$ cat config.mk
export PLATFORM = sky130hd
export DESIGN_NAME = gamepad_battery_report_parser
export DESIGN_NICKNAME = d
export VERILOG_FILES = /design/src/rtl/core/gbrp_pkg.sv /design/src/rtl/core/gamepad_battery_report_parser.sv /design/src/rtl/core/gbrp_in_stage.sv /design/src/rtl/core/gbrp_parse.sv /design/src/rtl/core/gbrp_out_stage.sv
export SDC_FILE = /design/constraint.sdc
export NUM_CORES = 1
export LEC_CHECK = 0
export BUFFER_PORTS_ARGS = -buffer_cell sky130_fd_sc_hd__buf_2
export CORE_MARGIN = 1.5
export CORE_UTILIZATION = 55
export DETAILED_ROUTE_END_ITERATION = 8
export HOLD_SLACK_MARGIN = 0.1
export PLACE_DENSITY = 0.77
export SETUP_SLACK_MARGIN = 0.15
export SLEW_MARGIN = 20
export SYNTH_ARGS = -nofsm -noshare
export SYNTH_HDL_FRONTEND = slang
export SYNTH_SLANG_ARGS = --single-unit
$ cat constraint.sdc
create_clock -name clk -period 4.7 [get_ports clk]
set_input_delay 0.235 -clock clk [delete_from_list [all_inputs] [get_ports clk]]
set_output_delay 0.235 -clock clk [all_outputs]
set_load 0.03 [all_outputs]
$ cat src/rtl/core/gbrp_pkg.sv
// ----------------------------------------------------------------------------
// gbrp_pkg
// Shared types, constants and battery decode functions of the game pad
// battery report parser.
// ----------------------------------------------------------------------------
package gbrp_pkg;

  // Report length limit; the byte index saturates here
  localparam int MAX_REPORT_BYTES = 1024;
  localparam int CNT_W            = $clog2(MAX_REPORT_BYTES + 1);

  localparam int BYTE_W    = 8;
  localparam int MODE_W    = 2;
  localparam int PERCENT_W = 7;
  localparam int OFS_W     = 6;
  localparam int OUT_TDATA_W = 8;

  // Report layouts
  localparam logic [MODE_W-1:0] LAYOUT_PAD_A = 2'd0;
  localparam logic [MODE_W-1:0] LAYOUT_PAD_B = 2'd1;
  localparam logic [MODE_W-1:0] LAYOUT_PAD_C = 2'd2;

  // Report ids
  localparam logic [BYTE_W-1:0] ID_BASIC      = 8'h01;
  localparam logic [BYTE_W-1:0] ID_BT_FIRST   = 8'h11;
  localparam logic [BYTE_W-1:0] ID_BT_LAST    = 8'h19;
  localparam logic [BYTE_W-1:0] ID_BT_EXT     = 8'h31;
  localparam logic [BYTE_W-1:0] ID_FULL_STATE = 8'h30;

  // Battery byte offsets; zero means the report carries none
  localparam logic [OFS_W-1:0] OFS_NONE    = 6'd0;
  localparam logic [OFS_W-1:0] OFS_A_USB   = 6'd30;
  localparam logic [OFS_W-1:0] OFS_A_BT    = 6'd32;
  localparam logic [OFS_W-1:0] OFS_B_USB   = 6'd53;
  localparam logic [OFS_W-1:0] OFS_B_BT    = 6'd54;
  localparam logic [OFS_W-1:0] OFS_C       = 6'd2;

  localparam logic [CNT_W-1:0] EXT_START   = CNT_W'(10);
  localparam logic [CNT_W-1:0] USB_B_LEN   = CNT_W'(64);
  localparam logic [PERCENT_W-1:0] PCT_FULL = 7'd100;
  localparam logic [PERCENT_W-1:0] PCT_NONE = 7'd0;

  // One input word after the input register
  typedef struct packed {
    logic [MODE_W-1:0] mode;
    logic [BYTE_W-1:0] report_byte;
    logic              last_byte;
  } item_t;

  // Battery offset for a layout and report id
  function automatic logic [OFS_W-1:0] battery_offset(
    input logic [MODE_W-1:0] layout,
    input logic [BYTE_W-1:0] id
  );
    logic [OFS_W-1:0] ofs;
    ofs = OFS_NONE;
    case (layout)
      LAYOUT_PAD_A: begin
        if (id == ID_BASIC) ofs = OFS_A_USB;
        else if (id >= ID_BT_FIRST && id <= ID_BT_LAST) ofs = OFS_A_BT;
      end
      LAYOUT_PAD_B: begin
        if (id == ID_BASIC) ofs = OFS_B_USB;
        else if (id == ID_BT_EXT) ofs = OFS_B_BT;
      end
      LAYOUT_PAD_C: begin
        if (id == ID_FULL_STATE || id == ID_BT_EXT) ofs = OFS_C;
      end
      default: ofs = OFS_NONE;
    endcase
    return ofs;
  endfunction

  // Level in tens with a half step, clamped to full
  function automatic logic [PERCENT_W-1:0] level_percent(input logic [3:0] level);
    logic [7:0] v;
    v = {4'd0, level} * 8'd10 + 8'd5;
    return (v > 8'd100) ? PCT_FULL : v[PERCENT_W-1:0];
  endfunction

  // Battery percent from the captured report state
  function automatic logic [PERCENT_W-1:0] evaluate(
    input logic [MODE_W-1:0] layout,
    input logic [BYTE_W-1:0] id,
    input logic [BYTE_W-1:0] raw,
    input logic              captured,
    input logic              ext_seen,
    input logic              hid_bit,
    input logic              len_is_64
  );
    logic [PERCENT_W-1:0] pct;
    logic [7:0]           scaled;
    pct    = PCT_NONE;
    scaled = {5'd0, raw[7:5]} * 8'd25;
    if (battery_offset(layout, id) != OFS_NONE && captured) begin
      case (layout)
        LAYOUT_PAD_A: begin
          if (id == ID_BASIC && !ext_seen) pct = PCT_NONE;
          else if (id != ID_BASIC && !hid_bit) pct = PCT_NONE;
          else if (raw[4] && raw[3:0] > 4'd11) pct = PCT_NONE;
          else pct = level_percent(raw[3:0]);
        end
        LAYOUT_PAD_B: begin
          if (id == ID_BASIC && !len_is_64) pct = PCT_NONE;
          else if (raw[7:4] == 4'd2) pct = PCT_FULL;
          else if (raw[7:4] > 4'd1) pct = PCT_NONE;
          else pct = level_percent(raw[3:0]);
        end
        LAYOUT_PAD_C: begin
          if (scaled == 8'd0) pct = 7'd1;
          else if (scaled > 8'd100) pct = PCT_FULL;
          else pct = scaled[PERCENT_W-1:0];
        end
        default: pct = PCT_NONE;
      endcase
    end
    return pct;
  endfunction

endpackage

$ cat src/rtl/core/gamepad_battery_report_parser.sv
// ----------------------------------------------------------------------------
// gamepad_battery_report_parser
// Parses HID game pad input reports one byte per word and reports battery.
// ----------------------------------------------------------------------------
// Usage:
//   Input channel: one report byte per word on in_tdata, report id first,
//   in_tuser carries the layout (sampled on the first byte), in_tlast marks
//   the final byte of the report buffer.
//   Result channel: one word per report, sent for the in_tlast word only;
//   out_tdata[6:0] is the battery percent 0..100, 0 meaning unknown.
//   Path: the last byte passes the input register, then the result register.
//   Throughput: one byte per cycle, set by the single-pass parse stage, while no
//   last byte waits for the result slot; the input register takes a new byte
//   while a result still waits downstream.
//   Stall: while out_tready is low the result holds; a further last byte
//   waits in the input register and in_tready drops until the slot frees.
//   Reset: rst_n low clears both registers and all report state; the next
//   accepted byte starts a new report. The byte index saturates at
//   MAX_REPORT_BYTES; further bytes change no state until the last byte.
// ----------------------------------------------------------------------------
module gamepad_battery_report_parser import gbrp_pkg::*; (
  input  logic                   clk,
  input  logic                   rst_n,
  input  logic                   in_tvalid,
  output logic                   in_tready,
  input  logic [BYTE_W-1:0]      in_tdata,   // [7:0] report_byte
  input  logic [MODE_W-1:0]      in_tuser,   // [1:0] mode
  input  logic                   in_tlast,
  output logic                   out_tvalid,
  input  logic                   out_tready,
  output logic [OUT_TDATA_W-1:0] out_tdata   // [6:0] battery_percent, [7] zero
);

  logic                 s1_valid;
  item_t                s1_item;
  logic                 s1_take;
  logic                 res_free;
  logic                 res_load;
  logic [PERCENT_W-1:0] res_percent;

  gbrp_in_stage u_in (
    .clk       (clk),
    .rst_n     (rst_n),
    .in_tvalid (in_tvalid),
    .in_tready (in_tready),
    .in_tdata  (in_tdata),
    .in_tuser  (in_tuser),
    .in_tlast  (in_tlast),
    .s1_valid  (s1_valid),
    .s1_item   (s1_item),
    .s1_take   (s1_take)
  );

  gbrp_parse u_parse (
    .clk         (clk),
    .rst_n       (rst_n),
    .s1_valid    (s1_valid),
    .s1_item     (s1_item),
    .s1_take     (s1_take),
    .res_free    (res_free),
    .res_load    (res_load),
    .res_percent (res_percent)
  );

  gbrp_out_stage u_out (
    .clk         (clk),
    .rst_n       (rst_n),
    .res_load    (res_load),
    .res_percent (res_percent),
    .res_free    (res_free),
    .out_tvalid  (out_tvalid),
    .out_tready  (out_tready),
    .out_tdata   (out_tdata)
  );

endmodule

$ cat src/rtl/core/gbrp_in_stage.sv
// ----------------------------------------------------------------------------
// gbrp_in_stage
// Input register: holds one report word until the parse stage takes it.
// ----------------------------------------------------------------------------
module gbrp_in_stage import gbrp_pkg::*; (
  input  logic              clk,
  input  logic              rst_n,
  input  logic              in_tvalid,
  output logic              in_tready,
  input  logic [BYTE_W-1:0] in_tdata,
  input  logic [MODE_W-1:0] in_tuser,
  input  logic              in_tlast,
  output logic              s1_valid,
  output item_t             s1_item,
  input  logic              s1_take
);

  logic  valid_r;
  logic  valid_nxt;
  item_t item_r;

  // Accept when empty or when the held word leaves this cycle
  assign in_tready = !valid_r || s1_take;
  assign valid_nxt = in_tready ? in_tvalid : valid_r;

  // Track occupancy
  always_ff @(posedge clk) begin
    if (!rst_n) begin
      valid_r <= 1'b0;
    end else begin
      valid_r <= valid_nxt;
    end
  end

  // Load the payload on accept
  always_ff @(posedge clk) begin
    if (in_tvalid && in_tready) begin
      item_r.mode        <= in_tuser;
      item_r.report_byte <= in_tdata;
      item_r.last_byte   <= in_tlast;
    end
  end

  assign s1_valid = valid_r;
  assign s1_item  = item_r;

endmodule

$ cat src/rtl/core/gbrp_parse.sv
// ----------------------------------------------------------------------------
// gbrp_parse
// Report state: byte index, id, status bits and battery byte; computes the
// percent on the last byte of a report and clears for the next one.
// ----------------------------------------------------------------------------
module gbrp_parse import gbrp_pkg::*; (
  input  logic                 clk,
  input  logic                 rst_n,
  input  logic                 s1_valid,
  input  item_t                s1_item,
  output logic                 s1_take,
  input  logic                 res_free,
  output logic                 res_load,
  output logic [PERCENT_W-1:0] res_percent
);

  logic [CNT_W-1:0]  byte_count_r,  byte_count_nxt;
  logic [MODE_W-1:0] layout_r,      layout_nxt;
  logic [BYTE_W-1:0] ident_r,       ident_nxt;
  logic              hid_bit_r,     hid_bit_nxt;
  logic              ext_seen_r,    ext_seen_nxt;
  logic [BYTE_W-1:0] raw_r,         raw_nxt;
  logic              captured_r,    captured_nxt;
  logic              open_slot;
  logic [OFS_W-1:0]  cur_ofs;

  // Non-last words always move on; a last word waits for the result slot
  assign s1_take  = s1_valid && (!s1_item.last_byte || res_free);
  assign res_load = s1_take && s1_item.last_byte;

  assign open_slot = byte_count_r < CNT_W'(MAX_REPORT_BYTES);
  assign cur_ofs   = battery_offset(layout_r, ident_r);

  // Fold the current byte into the report state
  always_comb begin
    byte_count_nxt = byte_count_r;
    layout_nxt     = layout_r;
    ident_nxt      = ident_r;
    hid_bit_nxt    = hid_bit_r;
    ext_seen_nxt   = ext_seen_r;
    raw_nxt        = raw_r;
    captured_nxt   = captured_r;
    if (open_slot) begin
      if (byte_count_r == '0) begin
        layout_nxt = s1_item.mode;
        ident_nxt  = s1_item.report_byte;
      end
      if (byte_count_r == CNT_W'(1)) hid_bit_nxt = s1_item.report_byte[7];
      if (byte_count_r >= EXT_START && s1_item.report_byte != '0) ext_seen_nxt = 1'b1;
      if (byte_count_r != '0 && byte_count_r == CNT_W'(cur_ofs)) begin
        raw_nxt      = s1_item.report_byte;
        captured_nxt = 1'b1;
      end
      byte_count_nxt = byte_count_r + CNT_W'(1);
    end
  end

  assign res_percent = evaluate(layout_nxt, ident_nxt, raw_nxt, captured_nxt,
                                ext_seen_nxt, hid_bit_nxt, byte_count_nxt == USB_B_LEN);

  // Advance the state; clear it at the end of a report
  always_ff @(posedge clk) begin
    if (!rst_n || res_load) begin
      byte_count_r <= '0;
      layout_r     <= '0;
      ident_r      <= '0;
      hid_bit_r    <= 1'b0;
      ext_seen_r   <= 1'b0;
      raw_r        <= '0;
      captured_r   <= 1'b0;
    end else if (s1_take) begin
      byte_count_r <= byte_count_nxt;
      layout_r     <= layout_nxt;
      ident_r      <= ident_nxt;
      hid_bit_r    <= hid_bit_nxt;
      ext_seen_r   <= ext_seen_nxt;
      raw_r        <= raw_nxt;
      captured_r   <= captured_nxt;
    end
  end

endmodule

$ cat src/rtl/core/gbrp_out_stage.sv
// ----------------------------------------------------------------------------
// gbrp_out_stage
// Result register: holds one battery percent word until the receiver takes it.
// ----------------------------------------------------------------------------
module gbrp_out_stage import gbrp_pkg::*; (
  input  logic                   clk,
  input  logic                   rst_n,
  input  logic                   res_load,
  input  logic [PERCENT_W-1:0]   res_percent,
  output logic                   res_free,
  output logic                   out_tvalid,
  input  logic                   out_tready,
  output logic [OUT_TDATA_W-1:0] out_tdata
);

  logic                 valid_r;
  logic                 valid_nxt;
  logic [PERCENT_W-1:0] percent_r;

  // Slot frees when empty or when the held word is taken now
  assign res_free  = !valid_r || out_tready;
  assign valid_nxt = res_load || (valid_r && !out_tready);

  always_ff @(posedge clk) begin
    if (!rst_n) begin
      valid_r <= 1'b0;
    end else begin
      valid_r <= valid_nxt;
    end
  end

  // Hold the percent while stalled
  always_ff @(posedge clk) begin
    if (res_load) begin
      percent_r <= res_percent;
    end
  end

  assign out_tvalid = valid_r;
  assign out_tdata  = {{(OUT_TDATA_W - PERCENT_W){1'b0}}, percent_r};

endmodule

==> results.json, run 1 <==
{
  "power_density_nw_per_um2": 238,
  "io_pins": 25,
  "crit_path_end_kind": "register",
  "fin_nets": 465,
  "drt-initial-drc-count": 277,
  "cts.clk_slew.worst_paths_ns": 0.11,
  "finalWeightedCongestion": 0.925,
  "synth_flop_cell": "dfxtp_1",
  "grt_usage_pct": 26.2,
  "h-tree-depth": 2,
  "grt_pass1_vias": 2848,
  "syn_nets": 418,
  "antenna_found_initial": 0,
  "rows": 28,
  "cts_root_buf": "clkbuf_8",
  "syn_to_final_growth_pct": 18.7,
  "tightestPinTransition_ns": 1.11,
  "slew_headroom_pct": 25.6,
  "synth_edf_count": 18,
  "grt_start_max_net_pins": 33,
  "required_ns": 4.79,
  "tritoncts": "yes",
  "ys_ff_latch": 52,
  "vias": 3071,
  "final_util_pct": 68.7,
  "final_cells": 508,
  "placed_area_sq_um": 3720,
  "diodes": 0,
  "syn_inst": 385,
  "cts_buffers": 5,
  "yosysWarningCount": 0,
  "drv_slew": 0,
  "skew_ns": 0.0143,
  "cts_sinks": 52,
  "grt.overflow.total": 0,
  "ys_top_cells_by_area": "dfxtp_1 (20%), edfxtp_1 (16%), mux2i_1 (7.8%)",
  "post-route-period-util_pct": 95.9,
  "portBuffers": 23,
  "fp.coreArea_sq_um": 5990,
  "worstSkewPairLatency_ns": 0.32,
  "wl_per_cell_microns": 17.2,
  "dr.max_layer_used": "met4",
  "path_max_fanout": 6,
  "m1WireLength_microns": 3920,
  "drive_gt1_share_pct": 23.1,
  "grt_pass1_wl_microns": 13500,
  "start_util_pct": 57.9,
  "die_h_microns": 82.4,
  "fin_setup_tns_ns": 0,
  "ctsLongestPathBuffers": 2,
  "hpwlAfterDp_microns": 6110,
  "fin_ws_ns": 0.195,
  "ys_seq_area_share_pct": 35.2,
  "ir_drop_v": 0.000174,
  "startpoint_type": "register",
  "finalInstanceArea_sq_um": 4120,
  "totalWireLength_microns": 8710,
  "synth.top_cell.area_share_pct": 19.6,
  "hold_class": "input pin to register",
  "synth_area_sq_um": 3470,
  "max_cap_viol_count": 0,
  "post-place-ws_ns": 0.0719,
  "finalCriticalPeriod_ns": 4.51,
  "p_leak_nw": 1.62,
  "wl_met2_microns": 4080,
  "die_x_microns": 82.4,
  "setup-violations-final": 0,
  "dp_cells": 475,
  "drtAntennaViolNets": 0,
  "fmax_ghz": 0.222,
  "critPathKind": "register to register",
  "vias_per_cell": 6.05,
  "dieArea_sq_um": 6790,
  "syn_avg_cell_area_sq_um": 9.01,
  "drtPass1Iterations": 5,
  "status": "finished clean",
  "wl_met3_microns": 554,
  "drc": 0,
  "yosysTopAreaCell": "dfxtp_1",
  "rsz0062_at_grt": "yes",
  "ys_async_sr_fraction_pct": 0,
  "arrival_ns": 4.59,
  "hold_viol": 0,
  "ff2ff_setup_slack_ns": 0.19,
  "synth_cell_types": 72
}
## cell families after synthesis
group	Yosys count	synth area share, %
AND/OR/NAND/NOR	161	25.0
multiplexers	33	9.74
other	1	0.108
flip-flops	52	35.2
XOR/XNOR	17	4.29
adder cells (fa/ha/maj)	18	6.71
buffers and inverters	33	4.08
AO/OA/AOI/OAI	70	14.9
## flip-flops by register name (all words and copies together) (netlist names)
name,flops
u_in.s1_item,11
u_parse.byte_count_r,11
u_parse.ident_r,8
u_parse.raw_r,8
u_out.percent_r,7
u_parse.layout_r,2
u_in.s1_valid,1
u_out.out_tvalid,1
u_parse.captured_r,1
u_parse.ext_seen_r,1
u_parse.hid_bit_r,1
## report_power, final
| group | internal [mW] | leakage, nW | switching (mW) |
|---|---|---|---|
| Combinational | 0.0916 | 1.11 | 0.112 |
| Sequential | 0.479 | 0.460 | 0.0203 |
| Clock | 0.110 | 0.0491 | 0.165 |
| Total | 0.681 | 1.62 | 0.297 |
## path summary, 6_finish.rpt
check,to,depth (start not counted),start
min,u_out.out_tvalid,2,rst_n
max,u_out.percent_r[2],16,u_parse.layout_r[1]
max reg2reg,u_out.percent_r[2],16,u_parse.layout_r[1]
min reg2reg,u_parse.captured_r,2,u_parse.captured_r
## per-stage QoR
stage | hold slack (ns) | power, mW
floorplan | 0.334 | 0.634
global placement | 0.413 | 0.677
detailed placement | 0.414 | 0.683
CTS | 0.160 | 0.960
global route | 0.179 | 1.02
finish | 0.176 | 0.978
## worst max-delay path, stage by stage, from the launching register on
cell	delay, ns
dfxtp_4	0.39
buf_4	0.16
nand3b_1	0.28
nor4_4	0.37
o21a_1	0.22
o211ai_2	0.14
nor2_4	0.22
mux2_4	0.35
ha_4	0.23
ha_4	0.16
fa_1	0.51
nand2_2	0.07
or4_4	0.44
a21o_1	0.19
a21o_1	0.19
o211a_4	0.16
o21a_1	0.19
## what timing repair did
action	in CTS	in global routing
gates resized for setup	3	18
cloned	0	0
setup buffers	2	12
endpoints found under the setup margin	6	7
endpoints found under the hold margin	11	0
pin swaps	1	8
hold buffers	11	0
## cell usage after synthesis (3+ instances only)
library cell / number
o21ai_0: 13
nand4_1: 5
a21boi_0: 3
nand3_1: 17
nor2b_1: 3
nand4b_1: 3
a21o_1: 3
nand2_1: 23
a31oi_1: 5
and2_1: 4
xor2_1: 7
edfxtp_1: 18
xnor2_1: 10
clkbuf_1: 14
inv_1: 13
and4_1: 3
o21ai_1: 3
nand3b_1: 3
and3_1: 7
dfxtp_1: 34
nor4_1: 5
nor2_1: 50
ha_1: 17
mux2_2: 6
nand2b_1: 3
mux2i_1: 27
a21oi_1: 12
nor3_1: 16
o21a_1: 5
## cell usage in the layout, fill, tap and decap left out, types with 3 or more instances in the layout
| cell | count |
|---|---|
| a21o_1 | 3 |
| a21oi_1 | 12 |
| a31oi_1 | 4 |
| and2_1 | 4 |
| and3_1 | 6 |
| and4_1 | 3 |
| buf_2 | 23 |
| buf_4 | 26 |
| clkbuf_8 | 5 |
| dfxtp_1 | 28 |
| dfxtp_2 | 4 |
| dlygate4sd3_1 | 11 |
| edfxtp_1 | 18 |
| ha_1 | 14 |
| inv_1 | 12 |
| mux2_2 | 4 |
| mux2i_1 | 26 |
| nand2_1 | 22 |
| nand2b_1 | 3 |
| nand3_1 | 17 |
| nand3b_1 | 3 |
| nand4_1 | 5 |
| nand4b_1 | 3 |
| nor2_1 | 49 |
| nor2b_1 | 3 |
| nor3_1 | 15 |
| nor4_1 | 3 |
| o21a_1 | 5 |
| o21ai_0 | 13 |
| xnor2_1 | 10 |
| xor2_1 | 7 |
## layer usage
layer / up-vias / track usage, %
li1: 1495 / -
met1: 1451 / 35.2
met2: 104 / 42.1
met4: 0 / 7.80
met3: 21 / 5.60
met5: - / 0
## area by class of cell
type	count	area, sq um
Sequential cell	52	1230
Clock buffer	5	68.8
Tap cell	75	93.8
Inverter	13	48.8
Timing Repair Buffer	60	420
Clock inverter	3	26.3
Multi-Input combinational cell	300	2220
Fill cell	459	1870
Note: power is estimated with default switching activity, not from simulation.
==> inputs of run 2 (changes only) <==
ABC_AREA = 1   (was unset)
==> run 2 against run 1 <==
Routed wire length decreased by 0.50%. Clock-buffer cell count unchanged. Via count increased by 8.1%. Clock skew decreased by 0.0014 ns. Design area decreased by 5.2%. Global-route usage decreased by 0.23 points. Synthesized area increased by 1.5%. Sequential power increased by 3%. Die area increased by 1.4%. Setup slack improved by 0.51 ns. Fmax increased by 13%. Critical path type unchanged. Largest cell class unchanged. Highest routed layer unchanged.
==> results.json, run 2 <==
{
  "status": "finished clean",
  "tightestPinTransition_ns": 0.652,
  "synth_cell_types": 44,
  "portBuffers": 23,
  "antenna_found_initial": 0,
  "ys_ff_latch": 52,
  "layout_commonest_cell": "nand2_1",
  "post-route-period-util_pct": 85.0,
  "netlist_top_cells_count": "nand2_1 (121), inv_1 (68), a21oi_1 (45), nor2_1 (38), dfxtp_1 (34)",
  "grt.overflow.total": 0,
  "max_cap_viol_count": 0,
  "power_frac_clock_pct": 23.7,
  "sw_frac_of_total_pct": 38.6,
  "hpwlAfterDp_microns": 6380,
  "cts_buffers": 5,
  "cts_sinks": 52,
  "ir_drop_v": 0.000216,
  "vias_per_cell": 5.48,
  "cts_root_buf": "clkbuf_8",
  "critPathKind": "register to register",
  "finalWeightedCongestion": 0.927,
  "crit_path_end_kind": "register",
  "slew_headroom_pct": 56.1,
  "die_x_microns": 83.0,
  "syn_to_final_growth_pct": 11.0,
  "totalWireLength_microns": 8670,
  "wl_per_cell_microns": 14.3,
  "drt-initial-drc-count": 238,
  "final_util_pct": 64.4,
  "ctsLongestPathBuffers": 2,
  "tritoncts": "yes",
  "ys_seq_area_share_pct": 34.7,
  "grt_pass1_wl_microns": 14700,
  "required_ns": 4.76,
  "startpoint_type": "register",
  "drive_gt1_share_pct": 12.8,
  "setup-violations-final": 0,
  "yosysTopAreaCell": "dfxtp_1",
  "ys_async_sr_fraction_pct": 0,
  "grt_usage_pct": 26.0,
  "drtPass1Iterations": 5,
  "hold_class": "input pin to register",
  "synth_edf_count": 18,
  "syn_avg_cell_area_sq_um": 7.08,
  "fp.coreArea_sq_um": 6060,
  "start_util_pct": 58.1,
  "hold_end": "u_out.out_tvalid",
  "share_comb_of_total_power_pct": 33.7,
  "cts.clk_slew.worst_paths_ns": 0.11,
  "fmax_ghz": 0.250,
  "cts-resized-gates": 0,
  "die_h_microns": 83.0,
  "drtAntennaViolNets": 0,
  "finalCriticalPeriod_ns": 3.99,
  "p_leak_nw": 1.80,
  "yosysWarningCount": 0,
  "ff2ff_setup_slack_ns": 0.71,
  "worstSkewPairLatency_ns": 0.32,
  "synth_area_sq_um": 3520,
  "fin_nets": 563,
  "synth.top_cell.area_share_pct": 19.3,
  "ys_top_cells_by_area": "dfxtp_1 (19%), edfxtp_1 (15%), nand2_1 (13%)",
  "h-tree-depth": 2,
  "hold_depth": 3,
  "dieArea_sq_um": 6890,
  "layout_common_cells": "nand2_1 (121), inv_1 (68), a21oi_1 (45), nor2_1 (38), dfxtp_1 (34)",
  "whs_ns": 0.172,
  "internal-power_mw": 0.742,
  "arrival_ns": 4.05,
  "r2r-start": "u_parse.byte_count_r[1]",
  "regToRegEndpoint": "u_out.percent_r[2]",
  "drv_slew": 0,
  "p_seq_share_pct": 42.6,
  "skew_ns": 0.0128,
  "vias": 3320,
  "path_max_fanout": 18,
  "grt_pass1_vias": 3142,
  "r2r_cells": 22,
  "drc": 0,
  "diodes": 0,
  "syn_inst": 497,
  "yosysMostFrequentCell": "nand2_1",
  "p_switching_mw": 0.466,
  "rows": 28,
  "grt_start_max_net_pins": 32,
  "hold_viol": 0,
  "synth_flop_cell": "dfxtp_1",
  "postCtsSetupRepairBufs": 0,
  "hold_start": "rst_n",
  "power_density_nw_per_um2": 310,
  "rsz0062_at_grt": "no",
  "syn_nets": 530,
  "fin_setup_tns_ns": 0,
  "io_pins": 25
}
run 2: cells by family (layout without fill, tap and decap cells):
| kind of cell | Yosys count | in the layout | share of synthesized area, % |
|---|---|---|---|
| xor+xnor | 7 | 7 | 1.74 |
| mux | 1 | 1 | 0.285 |
| flops | 52 | 52 | 34.7 |
| compound gates | 92 | 92 | 14.5 |
| simple gates | 241 | 241 | 32.3 |
| other cells | 1 | 1 | 0.107 |
| buf+inv | 85 | 119 | 9.71 |
| fa+ha+maj | 18 | 18 | 6.61 |
run 2: worst max path at each step:
stage                            startpoint                  to  slack (ns)  cells after the start
floorplan           u_parse.byte_count_r[0]  u_out.percent_r[2]        1.23                     22
global placement    u_parse.byte_count_r[0]  u_out.percent_r[2]        1.02                     22
detailed placement  u_parse.byte_count_r[0]  u_out.percent_r[2]        0.80                     22
CTS                 u_parse.byte_count_r[0]  u_out.percent_r[2]        0.78                     22
global route        u_parse.byte_count_r[0]  u_out.percent_r[2]        0.36                     22
finish              u_parse.byte_count_r[1]  u_out.percent_r[2]        0.71                     22
run 2: cell type report:
cell class              instances  area (sq um)
inverters                      74           288
fillers                       542          2160
clock inverters                 3          28.8
repair buffers                 37           248
well taps                      75          93.8
clock buffers                   5          68.8
flip-flops and latches         52          1220
multi-input cells             360          1960
run 2: power groups by stage:
stage	clock [mW]	combinational (mW)	sequential [mW]
final	0.286	0.407	0.515
after global routing	0.306	0.459	0.518
after CTS	0.291	0.401	0.514
after detailed placement	0	0.391	0.524
after global placement	0	0.381	0.523
after floorplan	0	0.312	0.521
run 2: worst max-delay path, stage by stage (launching register included):
cell     delay (ns)
dfxtp_1        0.47
inv_1          0.13
ha_1           0.21
nand3_2        0.09
nor2_4         0.09
nor2_2         0.08
nand2_1        0.07
nor2_2         0.09
nand2_2        0.07
nor2_4         0.18
nand3_4        0.15
o21ai_0        0.56
ha_1           0.27
ha_1           0.20
fa_1           0.47
inv_1          0.09
nand2_1        0.05
nand2_1        0.07
inv_1          0.04
nand2_1        0.14
nand3_1        0.09
nand2_1        0.07
a21oi_1        0.06
run 2: per-layer routing:
metal,vias up,share of wire [%],wire length (microns),track usage [%]
li1,1692,-,-,-
met1,1520,47,4040,35.0
met2,91,47,4090,44.0
met3,17,4.5,392,2.98
met4,0,1.7,145,7.73
met5,-,0,0,0
run 2: stage by stage:
stage | instance area (sq um) | total power [mW] | setup WS [ns] | cells
2_1_floorplan | 3520 | 0.834 | 1.23 | 497
3_3_place_gp | 3700 | 0.904 | 1.02 | 587
3_5_place_dp | 3700 | 0.915 | 0.804 | 587
4_1_cts | 3900 | 1.21 | 0.782 | 606
5_1_grt | 3900 | 1.28 | 0.358 | 606
6_report | 3900 | 1.21 | 0.705 | 606
run 2: repair_timing:
action	4_1_cts	5_1_grt
hold buffers	11	0
setup endpoints to repair	0	0
hold endpoints to repair	11	0
